### src/lac_pkg.sv
// ----------------------------------------------------------------------------
// lac_pkg
// shared constants, types and command struct for the lru associative cache
// ----------------------------------------------------------------------------
package lac_pkg;

    localparam int SLOTS     = 16;
    localparam int DATA_BITS = 64;

    localparam int KEY_W   = 32;
    localparam int AGE_W   = 32;
    localparam int ENTRY_W = 64;
    localparam int IDX_W   = (SLOTS > 1) ? $clog2(SLOTS) : 1;

    // oldest-slot search: first level reduces groups of GRP_SIZE slots
    localparam int GRP_SIZE = 4;
    localparam int NGRP     = (SLOTS + GRP_SIZE - 1) / GRP_SIZE;

    localparam logic OP_FIND = 1'b0;
    localparam logic OP_ADD  = 1'b1;

    typedef enum logic [2:0] {
        ST_IDLE,
        ST_LOOK,
        ST_SEL,
        ST_UPD,
        ST_RESP
    } lac_state_t;

    typedef struct packed {
        logic accept;    // latch request, advance counter on add
        logic look;      // key compare and first level of age search
        logic sel;       // priority encode and final victim choice
        logic upd;       // write stamps/key/data, read hit data
        logic load_out;  // load result register
    } lac_cmd_t;

endpackage

### src/lac_ctrl.sv
// ----------------------------------------------------------------------------
// lac_ctrl
// request sequencer and result valid flag for the lru associative cache
// ----------------------------------------------------------------------------
module lac_ctrl
    import lac_pkg::*;
(
    input  logic     aclk,
    input  logic     aresetn,
    input  logic     s_valid,
    output logic     s_ready,
    output logic     m_valid,
    input  logic     m_ready,
    output lac_cmd_t cmd
);

    lac_state_t state_reg, state_next;
    logic       m_valid_reg, m_valid_next;
    logic       out_free;

    always_ff @(posedge aclk) begin
        if (!aresetn) begin
            state_reg   <= ST_IDLE;
            m_valid_reg <= 1'b0;
        end else begin
            state_reg   <= state_next;
            m_valid_reg <= m_valid_next;
        end
    end

    assign out_free = !m_valid_reg || m_ready;

    always_comb begin
        state_next   = state_reg;
        s_ready      = 1'b0;
        cmd          = '0;
        case (state_reg)
            ST_IDLE: begin
                s_ready = 1'b1;
                if (s_valid) begin
                    state_next = ST_LOOK;
                end
            end
            ST_LOOK: begin
                cmd.look   = 1'b1;
                state_next = ST_SEL;
            end
            ST_SEL: begin
                cmd.sel    = 1'b1;
                state_next = ST_UPD;
            end
            ST_UPD: begin
                cmd.upd    = 1'b1;
                state_next = ST_RESP;
            end
            ST_RESP: begin
                // next request may enter as this result moves out
                if (out_free) begin
                    cmd.load_out = 1'b1;
                    s_ready      = 1'b1;
                    state_next   = s_valid ? ST_LOOK : ST_IDLE;
                end
            end
            default: begin
                state_next = ST_IDLE;
            end
        endcase
        cmd.accept = s_ready && s_valid;
    end

    always_comb begin
        if (cmd.load_out) begin
            m_valid_next = 1'b1;
        end else if (m_ready) begin
            m_valid_next = 1'b0;
        end else begin
            m_valid_next = m_valid_reg;
        end
    end

    assign m_valid = m_valid_reg;

endmodule

### src/lac_dpath.sv
// ----------------------------------------------------------------------------
// lac_dpath
// slot tags, age stamps, data memory, oldest search and result register
// ----------------------------------------------------------------------------
module lac_dpath
    import lac_pkg::*;
(
    input  logic                aclk,
    input  logic                aresetn,
    input  lac_cmd_t            cmd,
    input  logic                s_operation,
    input  logic [KEY_W-1:0]    s_key,
    input  logic [ENTRY_W-1:0]  s_entry_in,
    input  logic                s_refresh,
    output logic                m_hit,
    output logic [ENTRY_W-1:0]  m_entry_out
);

    // latched request
    logic                 req_op_reg;
    logic [KEY_W-1:0]     req_key_reg;
    logic [DATA_BITS-1:0] req_data_reg;
    logic                 req_refresh_reg;

    logic [AGE_W-1:0]     use_count_reg;

    logic [KEY_W-1:0]     slot_key_reg [SLOTS];
    logic [AGE_W-1:0]     slot_age_reg [SLOTS];
    logic [DATA_BITS-1:0] slot_data_mem [SLOTS];

    logic [SLOTS-1:0]     match_reg, match_next;
    logic [AGE_W-1:0]     grp_age_reg [NGRP];
    logic [AGE_W-1:0]     grp_age_next [NGRP];
    logic [IDX_W-1:0]     grp_idx_reg [NGRP];
    logic [IDX_W-1:0]     grp_idx_next [NGRP];

    logic                 hit_reg, hit_next;
    logic [IDX_W-1:0]     hit_idx_reg, hit_idx_next;
    logic [IDX_W-1:0]     victim_idx_reg, victim_idx_next;
    logic [AGE_W-1:0]     victim_age;

    logic [DATA_BITS-1:0] rd_data_reg;
    logic                 m_hit_reg;
    logic [ENTRY_W-1:0]   m_entry_out_reg;

    // key compare, empty slots never match
    always_comb begin
        for (int i = 0; i < SLOTS; i++) begin
            match_next[i] = (slot_age_reg[i] != '0) && (slot_key_reg[i] == req_key_reg);
        end
    end

    // first level of oldest search: empty slots have age zero so they win,
    // strict compare keeps the lowest index on ties
    always_comb begin
        for (int g = 0; g < NGRP; g++) begin
            grp_age_next[g] = slot_age_reg[g * GRP_SIZE];
            grp_idx_next[g] = IDX_W'(g * GRP_SIZE);
            for (int j = 1; j < GRP_SIZE; j++) begin
                if (g * GRP_SIZE + j < SLOTS) begin
                    if (slot_age_reg[g * GRP_SIZE + j] < grp_age_next[g]) begin
                        grp_age_next[g] = slot_age_reg[g * GRP_SIZE + j];
                        grp_idx_next[g] = IDX_W'(g * GRP_SIZE + j);
                    end
                end
            end
        end
    end

    // lowest matching index, and second level of oldest search
    always_comb begin
        hit_next     = |match_reg;
        hit_idx_next = '0;
        for (int i = SLOTS - 1; i >= 0; i--) begin
            if (match_reg[i]) begin
                hit_idx_next = IDX_W'(i);
            end
        end
        victim_age      = grp_age_reg[0];
        victim_idx_next = grp_idx_reg[0];
        for (int g = 1; g < NGRP; g++) begin
            if (grp_age_reg[g] < victim_age) begin
                victim_age      = grp_age_reg[g];
                victim_idx_next = grp_idx_reg[g];
            end
        end
    end

    // control-side state: counter, tags and stamps
    always_ff @(posedge aclk) begin
        if (!aresetn) begin
            use_count_reg <= '0;
            for (int i = 0; i < SLOTS; i++) begin
                slot_key_reg[i] <= '0;
                slot_age_reg[i] <= '0;
            end
        end else begin
            if (cmd.accept && s_operation == OP_ADD) begin
                use_count_reg <= use_count_reg + 1'b1;
            end
            if (cmd.upd) begin
                if (hit_reg) begin
                    if (req_op_reg == OP_ADD || req_refresh_reg) begin
                        slot_age_reg[hit_idx_reg] <= use_count_reg;
                    end
                end else if (req_op_reg == OP_ADD) begin
                    slot_key_reg[victim_idx_reg] <= req_key_reg;
                    slot_age_reg[victim_idx_reg] <= use_count_reg;
                end
            end
        end
    end

    // request, search pipeline and result payload
    always_ff @(posedge aclk) begin
        if (cmd.accept) begin
            req_op_reg      <= s_operation;
            req_key_reg     <= s_key;
            req_data_reg    <= s_entry_in[DATA_BITS-1:0];
            req_refresh_reg <= s_refresh;
        end
        if (cmd.look) begin
            match_reg <= match_next;
            for (int g = 0; g < NGRP; g++) begin
                grp_age_reg[g] <= grp_age_next[g];
                grp_idx_reg[g] <= grp_idx_next[g];
            end
        end
        if (cmd.sel) begin
            hit_reg        <= hit_next;
            hit_idx_reg    <= hit_idx_next;
            victim_idx_reg <= victim_idx_next;
        end
        if (cmd.load_out) begin
            m_hit_reg       <= hit_reg;
            m_entry_out_reg <= hit_reg ? ENTRY_W'(rd_data_reg) : '0;
        end
    end

    // data memory: one write port, one registered read port
    always_ff @(posedge aclk) begin
        if (cmd.upd) begin
            rd_data_reg <= slot_data_mem[hit_idx_reg];
            if (!hit_reg && req_op_reg == OP_ADD) begin
                slot_data_mem[victim_idx_reg] <= req_data_reg;
            end
        end
    end

    assign m_hit       = m_hit_reg;
    assign m_entry_out = m_entry_out_reg;

endmodule

### src/lru_assoc_cache.sv
// ----------------------------------------------------------------------------
// lru_assoc_cache
// fully associative keyed cache with least-recently-used replacement
// ----------------------------------------------------------------------------
// usage:
//   s_ channel carries one request: s_operation (find or add), s_key,
//   s_entry_in (data kept by an add whose key is absent) and s_refresh
//   (a find restamps the matching entry). every request gives one result
//   on the m_ channel: m_hit and m_entry_out (data on hit, zero on miss).
//   an add advances the use counter; on a miss it fills an empty slot or
//   replaces the slot with the oldest stamp.
//   a request passes the look, select and update steps in turn and is then
//   loaded into the result register; the key compare, the two-level
//   oldest-slot search and the single-port update of the slot arrays run
//   one after the other for each request.
//   a new request is taken in the cycle its predecessor's result is loaded,
//   so one finished result can wait in the output register while the next
//   request is at work; a stalled receiver holds the block before loading.
//   reset (synchronous, active low aresetn) empties every slot and clears
//   the use counter; no clearing pass is needed.
// ----------------------------------------------------------------------------
module lru_assoc_cache
    import lac_pkg::*;
(
    input  logic                aclk,
    input  logic                aresetn,
    input  logic                s_valid,
    output logic                s_ready,
    input  logic                s_operation,
    input  logic [KEY_W-1:0]    s_key,
    input  logic [ENTRY_W-1:0]  s_entry_in,
    input  logic                s_refresh,
    output logic                m_valid,
    input  logic                m_ready,
    output logic                m_hit,
    output logic [ENTRY_W-1:0]  m_entry_out
);

    lac_cmd_t cmd;

    lac_ctrl u_ctrl (
        .aclk    (aclk),
        .aresetn (aresetn),
        .s_valid (s_valid),
        .s_ready (s_ready),
        .m_valid (m_valid),
        .m_ready (m_ready),
        .cmd     (cmd)
    );

    lac_dpath u_dpath (
        .aclk        (aclk),
        .aresetn     (aresetn),
        .cmd         (cmd),
        .s_operation (s_operation),
        .s_key       (s_key),
        .s_entry_in  (s_entry_in),
        .s_refresh   (s_refresh),
        .m_hit       (m_hit),
        .m_entry_out (m_entry_out)
    );

    // one request in flight: no accept right after an accept
    a_one_in_flight: assert property (@(posedge aclk) disable iff (!aresetn)
        (s_valid && s_ready) |=> !s_ready)
        else $error("request accepted while previous one still in search");

    // a miss never returns data
    a_miss_zero: assert property (@(posedge aclk) disable iff (!aresetn)
        (m_valid && !m_hit) |-> (m_entry_out == '0))
        else $error("miss result carries nonzero data");

    // sequencer steps are exclusive
    a_cmd_onehot: assert property (@(posedge aclk) disable iff (!aresetn)
        $onehot0({cmd.look, cmd.sel, cmd.upd, cmd.load_out}))
        else $error("more than one sequencer step active");

    // result register only loads when it is free
    a_load_free: assert property (@(posedge aclk) disable iff (!aresetn)
        cmd.load_out |-> (!m_valid || m_ready))
        else $error("result register overwritten while stalled");

endmodule

### config.mk
export PLATFORM = sky130hd
export DESIGN_NAME = lru_assoc_cache
export DESIGN_NICKNAME = d
export VERILOG_FILES = /design/src/lac_pkg.sv /design/src/lac_ctrl.sv /design/src/lac_dpath.sv /design/src/lru_assoc_cache.sv
export SDC_FILE = /design/constraint.sdc
export NUM_CORES = 2
export LEC_CHECK = 0
export ABC_CLOCK_PERIOD_IN_PS = 23600
export BUFFER_PORTS_ARGS = -buffer_cell sky130_fd_sc_hd__buf_2
export CAP_MARGIN = 40
export CELL_PAD_IN_SITES_DETAIL_PLACEMENT = 1
export CELL_PAD_IN_SITES_GLOBAL_PLACEMENT = 2
export CORE_ASPECT_RATIO = 0.75
export CORE_MARGIN = 5
export CORE_UTILIZATION = 40
export CTS_CLUSTER_DIAMETER = 50
export CTS_CLUSTER_SIZE = 14
export DETAILED_ROUTE_END_ITERATION = 12
export GPL_TIMING_DRIVEN = 1
export HOLD_SLACK_MARGIN = 0.06
export PLACE_DENSITY = 0.7
export SYNTH_ARGS = -nofsm -noshare
export SYNTH_HDL_FRONTEND = slang
export SYNTH_SLANG_ARGS = --single-unit
### constraint.sdc
create_clock -name aclk -period 23.6 [get_ports aclk]
set_input_delay 0 -clock aclk [delete_from_list [all_inputs] [get_ports aclk]]
set_output_delay 0 -clock aclk [all_outputs]
set_load 0.01 [all_outputs]
; Word level (Yosys, flattened, before mapping)
; Memories as Yosys holds them, arrays and structs flattened. A register that Yosys moved wholly into a read port is not among the register bits.
; Cells that the tools add are included.
[word_totals]
output_inout_bits = 67
elab_cells = 189
mem_bits_ro = 0
latchBits = 0
mem_count = 5
register_bits = 224
input_bits = 102
mem_bits_rw = 2192
[memory_table]
columns = memory, depth, width, read_ports, rd_ports_with_merged_regs, wr, line_no
row1 = u_dpath.slot_data_mem, 16, 64, 1, 1, 1, lac_dpath.sv:29  ; logic [DATA_BITS-1:0] slot_data_mem [SLOTS];
row2 = u_dpath.slot_age_reg, 16, 32, 16, 0, 16, lac_dpath.sv:28  ; logic [AGE_W-1:0] slot_age_reg [SLOTS];
row3 = u_dpath.slot_key_reg, 16, 32, 16, 0, 16, lac_dpath.sv:27  ; logic [KEY_W-1:0] slot_key_reg [SLOTS];
row4 = u_dpath.grp_age_reg, 4, 32, 4, 0, 4, lac_dpath.sv:32  ; logic [AGE_W-1:0] grp_age_reg [NGRP];
row5 = u_dpath.grp_idx_reg, 4, 4, 4, 0, 4, lac_dpath.sv:34  ; logic [IDX_W-1:0] grp_idx_reg [NGRP];
[op_classes]
n_reduce_logical = 49
div_mod_pow = 0
shifts = 0
n_eq_ne = 22
n_mul = 0
magnitude_cmp = 15
addsub = 1
bitwise_logic = 0
muxes = 81
[ops]
columns = cell, n
row1 = 32-bit 2-to-1 mux, 17
row2 = 32-bit == test, 16
row3 = 32-bit nonzero test, 16
row4 = 32-bit < comparator, 15
row5 = 32-bit OR reduction, 3
row6 = 4-bit 2-to-1 mux, 14
row7 = 32-bit by 1-bit adder with 32-bit output (second input constant), 1
row8 = 1-bit 2-to-1 mux, 32
row9 = 2-bit 2-to-1 mux, 10
row10 = 1-bit logical AND, 19
row11 = 3-bit 2-to-1 mux, 6
row12 = 16-bit OR reduction, 1
row13 = 3-bit one-hot mux with 5 select lines, 1
row14 = 8-bit OR reduction, 1
row15 = 3-bit by 2-bit == test with 1-bit output (second input constant), 2
row16 = 4-bit OR reduction, 1
row17 = 3-bit by 1-bit == test with 1-bit output (second input constant), 1
row18 = 3-bit == test (second input constant), 1
row19 = 3-bit logical NOT, 1
row20 = 1-bit logical NOT, 2
row21 = 1-bit logical OR, 2
row22 = 2-bit by 1-bit inequality test with 1-bit output (second input constant), 1
row23 = 2-bit inequality test (second input constant), 1
row24 = 1-bit one-hot mux with 2 select lines, 1
row25 = other kinds (3), 3

; Logic depth before layout (Yosys ltp)
[depth]
word_depth = 15
mapped_depth = 38
mapped_depth_nobuf = 32

; Cells and area by module
; A second synthesis with hierarchy kept.
[hier_totals]
hier_cells = 7828
hier_area_um2 = 114537.4
[modules_own_cells]
columns = module, seq_area_each_um2, cells_each, n_inst, area_each_um2
row1 = lac_dpath, 73790.8, 7805, 1, 114319.6
row2 = lac_ctrl, 80.1, 23, 1, 217.7

; Worst setup path after synthesis
; Ideal clock, no wire load.
[synth_timing]
path_kind = register to register
start = register u_ctrl.state_reg[2]
end = memory u_dpath.grp_age_reg[0][0], enable pin
setup_ps = 881
t_required_ps = 22719
stages_incl_launch_ff = 3
arrival_time_ps = 11513
setup_slack_ps = 11206
path_cell_list = dfxtp_1 -> clkbuf_1 -> nor3b_1
[synth_lines]
columns = element, line_no
row1 = "start, declared", lac_ctrl.sv:17  ; lac_state_t state_reg, state_next;
row2 = "start signal, assigned", lac_ctrl.sv:26  ; state_reg <= state_next;
row3 = "end, declared", lac_dpath.sv:32

==> flow_metrics.env <==
export IMPL_status="complete, no violations"
export IMPL_hold_viol=0
export IMPL_post_route_period_util=0.400
export IMPL_clkTransAtPathRegs_ns=0.06
export IMPL_yosysSeqAreaShare=0.650
export IMPL_fin_worst_skew_ns=0.0458
export IMPL_cts_resized=0
export IMPL_dieHeight_um=472
export IMPL_final_cell_mix="edfxtp_1, and2_1, xor2_1"
export IMPL_r2r_start="u_dpath.slot_age_reg[1][2]"
export IMPL_startpoint="u_dpath.slot_age_reg[1][2]"
export IMPL_clock_sinks=2472
export IMPL_reg2regPathDepth=34
export IMPL_final_min_clock_period_ns=9.45
export IMPL_htreeDepth=5
export IMPL_worstSetupEndpointType="flop"
export IMPL_hold_start="m_ready"
export IMPL_avgSynthCellArea_sq_um=14.8
export IMPL_start_util=0.402
export IMPL_synthDistinctLibCells=70
export IMPL_report_final_slew_viol_count=0
export IMPL_fmax_mhz=106
export IMPL_synth_top_area_share=0.644
export IMPL_grt_max_degree=142
export IMPL_largest_register_ffs=1024
export IMPL_worstMarginPinSlew_ns=1.30
export IMPL_dr_pass1_iters=5
export IMPL_clockBufferDepth=4
export IMPL_overflow=0
export IMPL_core_area_sq_um=283000
export IMPL_hpwl_mm=218
export IMPL_fp_dieArea_sq_um=295000
export IMPL_vias=67317
export IMPL_rows=169
export IMPL_grt_setup_unrepaired="no"
export IMPL_drc_errors=0
export IMPL_nNetsFinal=8661
export IMPL_power_leakage_nw=48.1
export IMPL_ys_flop_type="edfxtp_1"
export IMPL_instances_no_fill=12042
export IMPL_root_buffer="clkbuf_16"
export IMPL_vias_per_cell=5.59
export IMPL_ctsHoldBuffers=201
export IMPL_grt_pass1_wl_mm=502
export IMPL_final_common_cell="edfxtp_1"
export IMPL_grt_usage=0.231
export IMPL_drive_above_1_share=0.159
export IMPL_maxCapViolCount=0
export IMPL_dp_cells=11377
export IMPL_worstSetupPathType="flop to flop"
export IMPL_cp_start_kind="flop"
export IMPL_drt_initial_drc_count=6168
export IMPL_synth_top_cell_by_area="edfxtp_1"
export IMPL_portBuffers=168
export IMPL_die_x_um=625
export IMPL_synth_nets=8230
export IMPL_place_congestion=0.862
export IMPL_slew_headroom=0.136
export IMPL_synth_edf_count=2436
export IMPL_synthCells=7666
export IMPL_insertion_delay_ns=0.85
export IMPL_irDropWorstVdd_mv=0.0708
export IMPL_wirelength_mm=346
export IMPL_io_pins=169
export IMPL_critPathMaxFanout=34
export IMPL_setup_tns_final_ns=0
export IMPL_power_total_mw=10.5
export IMPL_wl_per_cell_um=28.7
export IMPL_final_antenna_net_count=0
export IMPL_post_cts_buffers=0
export IMPL_synth_seq_cells=2472
export IMPL_worstHoldPathType="input pin to flop"
export IMPL_yosysWarnings=0
export IMPL_ff2ff_setup_slack_ns=14.15
export IMPL_antenna_found_initial=33
export IMPL_postSynth_asyncResetShare=0
export IMPL_cp_arrival_ns=10.02
export IMPL_cp_data_required_time_ns=24.17
export IMPL_rr_endpoint="u_dpath.grp_age_reg[0][11]"
export IMPL_cts_tree="done"
export IMPL_setup_worst_path_end="u_dpath.grp_age_reg[0][11]"
export IMPL_p_per_area_nw_per_um2=79.7
export IMPL_syn2layout_area_growth_pct=15.7
export IMPL_cpPeakStageDelay_ns=0.57
export IMPL_setup_violations=0
export IMPL_cp_slowest_cell="nor3_1"
export IMPL_cts_made_buffers=278
export IMPL_grt_pass1_vias=70071
export IMPL_ys_top_cells_by_area="edfxtp_1, mux4_2, and2_1"
export IMPL_synth_area_sq_um=114000
## synth_stat cells (7+ instances only)
library cell and instances:
a211o_1 7, a211oi_1 21, a21o_1 91, a21oi_1 214
a31oi_1 10, and2_1 931, and3_1 141, and4_1 13
buf_1 65, buf_2 19, clkbuf_1 375, dfxtp_1 36
edfxtp_1 2436, ha_1 462, inv_1 326, mux2_2 37
mux2i_1 229, mux4_2 320, nand2_1 199, nand2b_1 27
nand3_1 37, nand4_1 138, nor2_1 208, nor2b_1 26
nor3_1 91, nor4_1 272, o211ai_1 21, o21a_1 14
o21ai_0 245, o21ai_1 21, or3_1 8, xnor2_1 11
xor2_1 528
## worst min-delay path by stage
stage | endpoint | slack, ns | cells after the start
finish | u_ctrl.state_reg[2] | 0.16 | 5
global route | u_ctrl.m_valid | 0.13 | 5
CTS | u_ctrl.state_reg[2] | 0.10 | 5
detailed placement | u_dpath.req_key_reg[18] | 0.18 | 1
global placement | u_dpath.req_data_reg[55] | 0.18 | 1
floorplan | u_dpath.req_data_reg[0] | 0.1 | 0
## layer usage
metal  up-vias  wire [um]  GRT usage  share of wire
met3       394      19400     0.0325          0.056
met4         0       6030     0.0435          0.017
met5         -          0          0              0
met1     35393     163000      0.349           0.47
li1      29616          -          -              -
met2      1914     157000      0.359           0.45
## kinds of logic after synthesis
family | count (synthesis) | share of synthesized area
flops | 2472 | 0.650
simple gates | 2117 | 0.107
buf+inv | 792 | 0.0269
compound gates | 693 | 0.0361
mux | 591 | 0.0878
xor+xnor | 539 | 0.0415
fa+ha+maj | 462 | 0.0509
## power by group
part,total (mW),internal (mW),switching (mW)
logic,1.12,0.420,0.699
registers,5.09,4.97,0.122
clock network,4.27,2.44,1.83
## stage by stage
| stage | hold slack, ns | setup slack, ns | area [sq um] | utilization |
|---|---|---|---|---|
| after detailed placement | 0.178 | 14.31 | 121000 | 0.427 |
| after floorplan | 0.0989 | 11.21 | 114000 | - |
| after CTS | 0.101 | 14.28 | 131000 | 0.465 |
| after global placement | 0.176 | 14.40 | 119000 | 0.422 |
| after global routing | 0.128 | 13.62 | 131000 | 0.465 |
| final | 0.163 | 14.15 | 131000 | 0.465 |
## layout make-up
cell class,instances,area (sq um)
diodes,15,37.5
clock buffers,307,7270
clock inverters,141,1470
fillers,27484,151000
inverters,328,1240
multi-input cells,4402,37200
flip-flops and latches,2472,73900
well taps,3762,4710
repair buffers,615,5630
## worst max-delay path: cells and delay by family (launching register included)
| family | cells | cell delay [ns] |
|---|---|---|
| DFF | 1 | 0.45 |
| muxes | 3 | 1.44 |
| buffers and inverters | 4 | 1.54 |
| AOI/OAI and AO/OA | 14 | 2.94 |
| adders and majority gates | 3 | 0.89 |
| and+or+nand+nor | 10 | 1.83 |
Note: power is estimated with default switching activity, not from simulation.
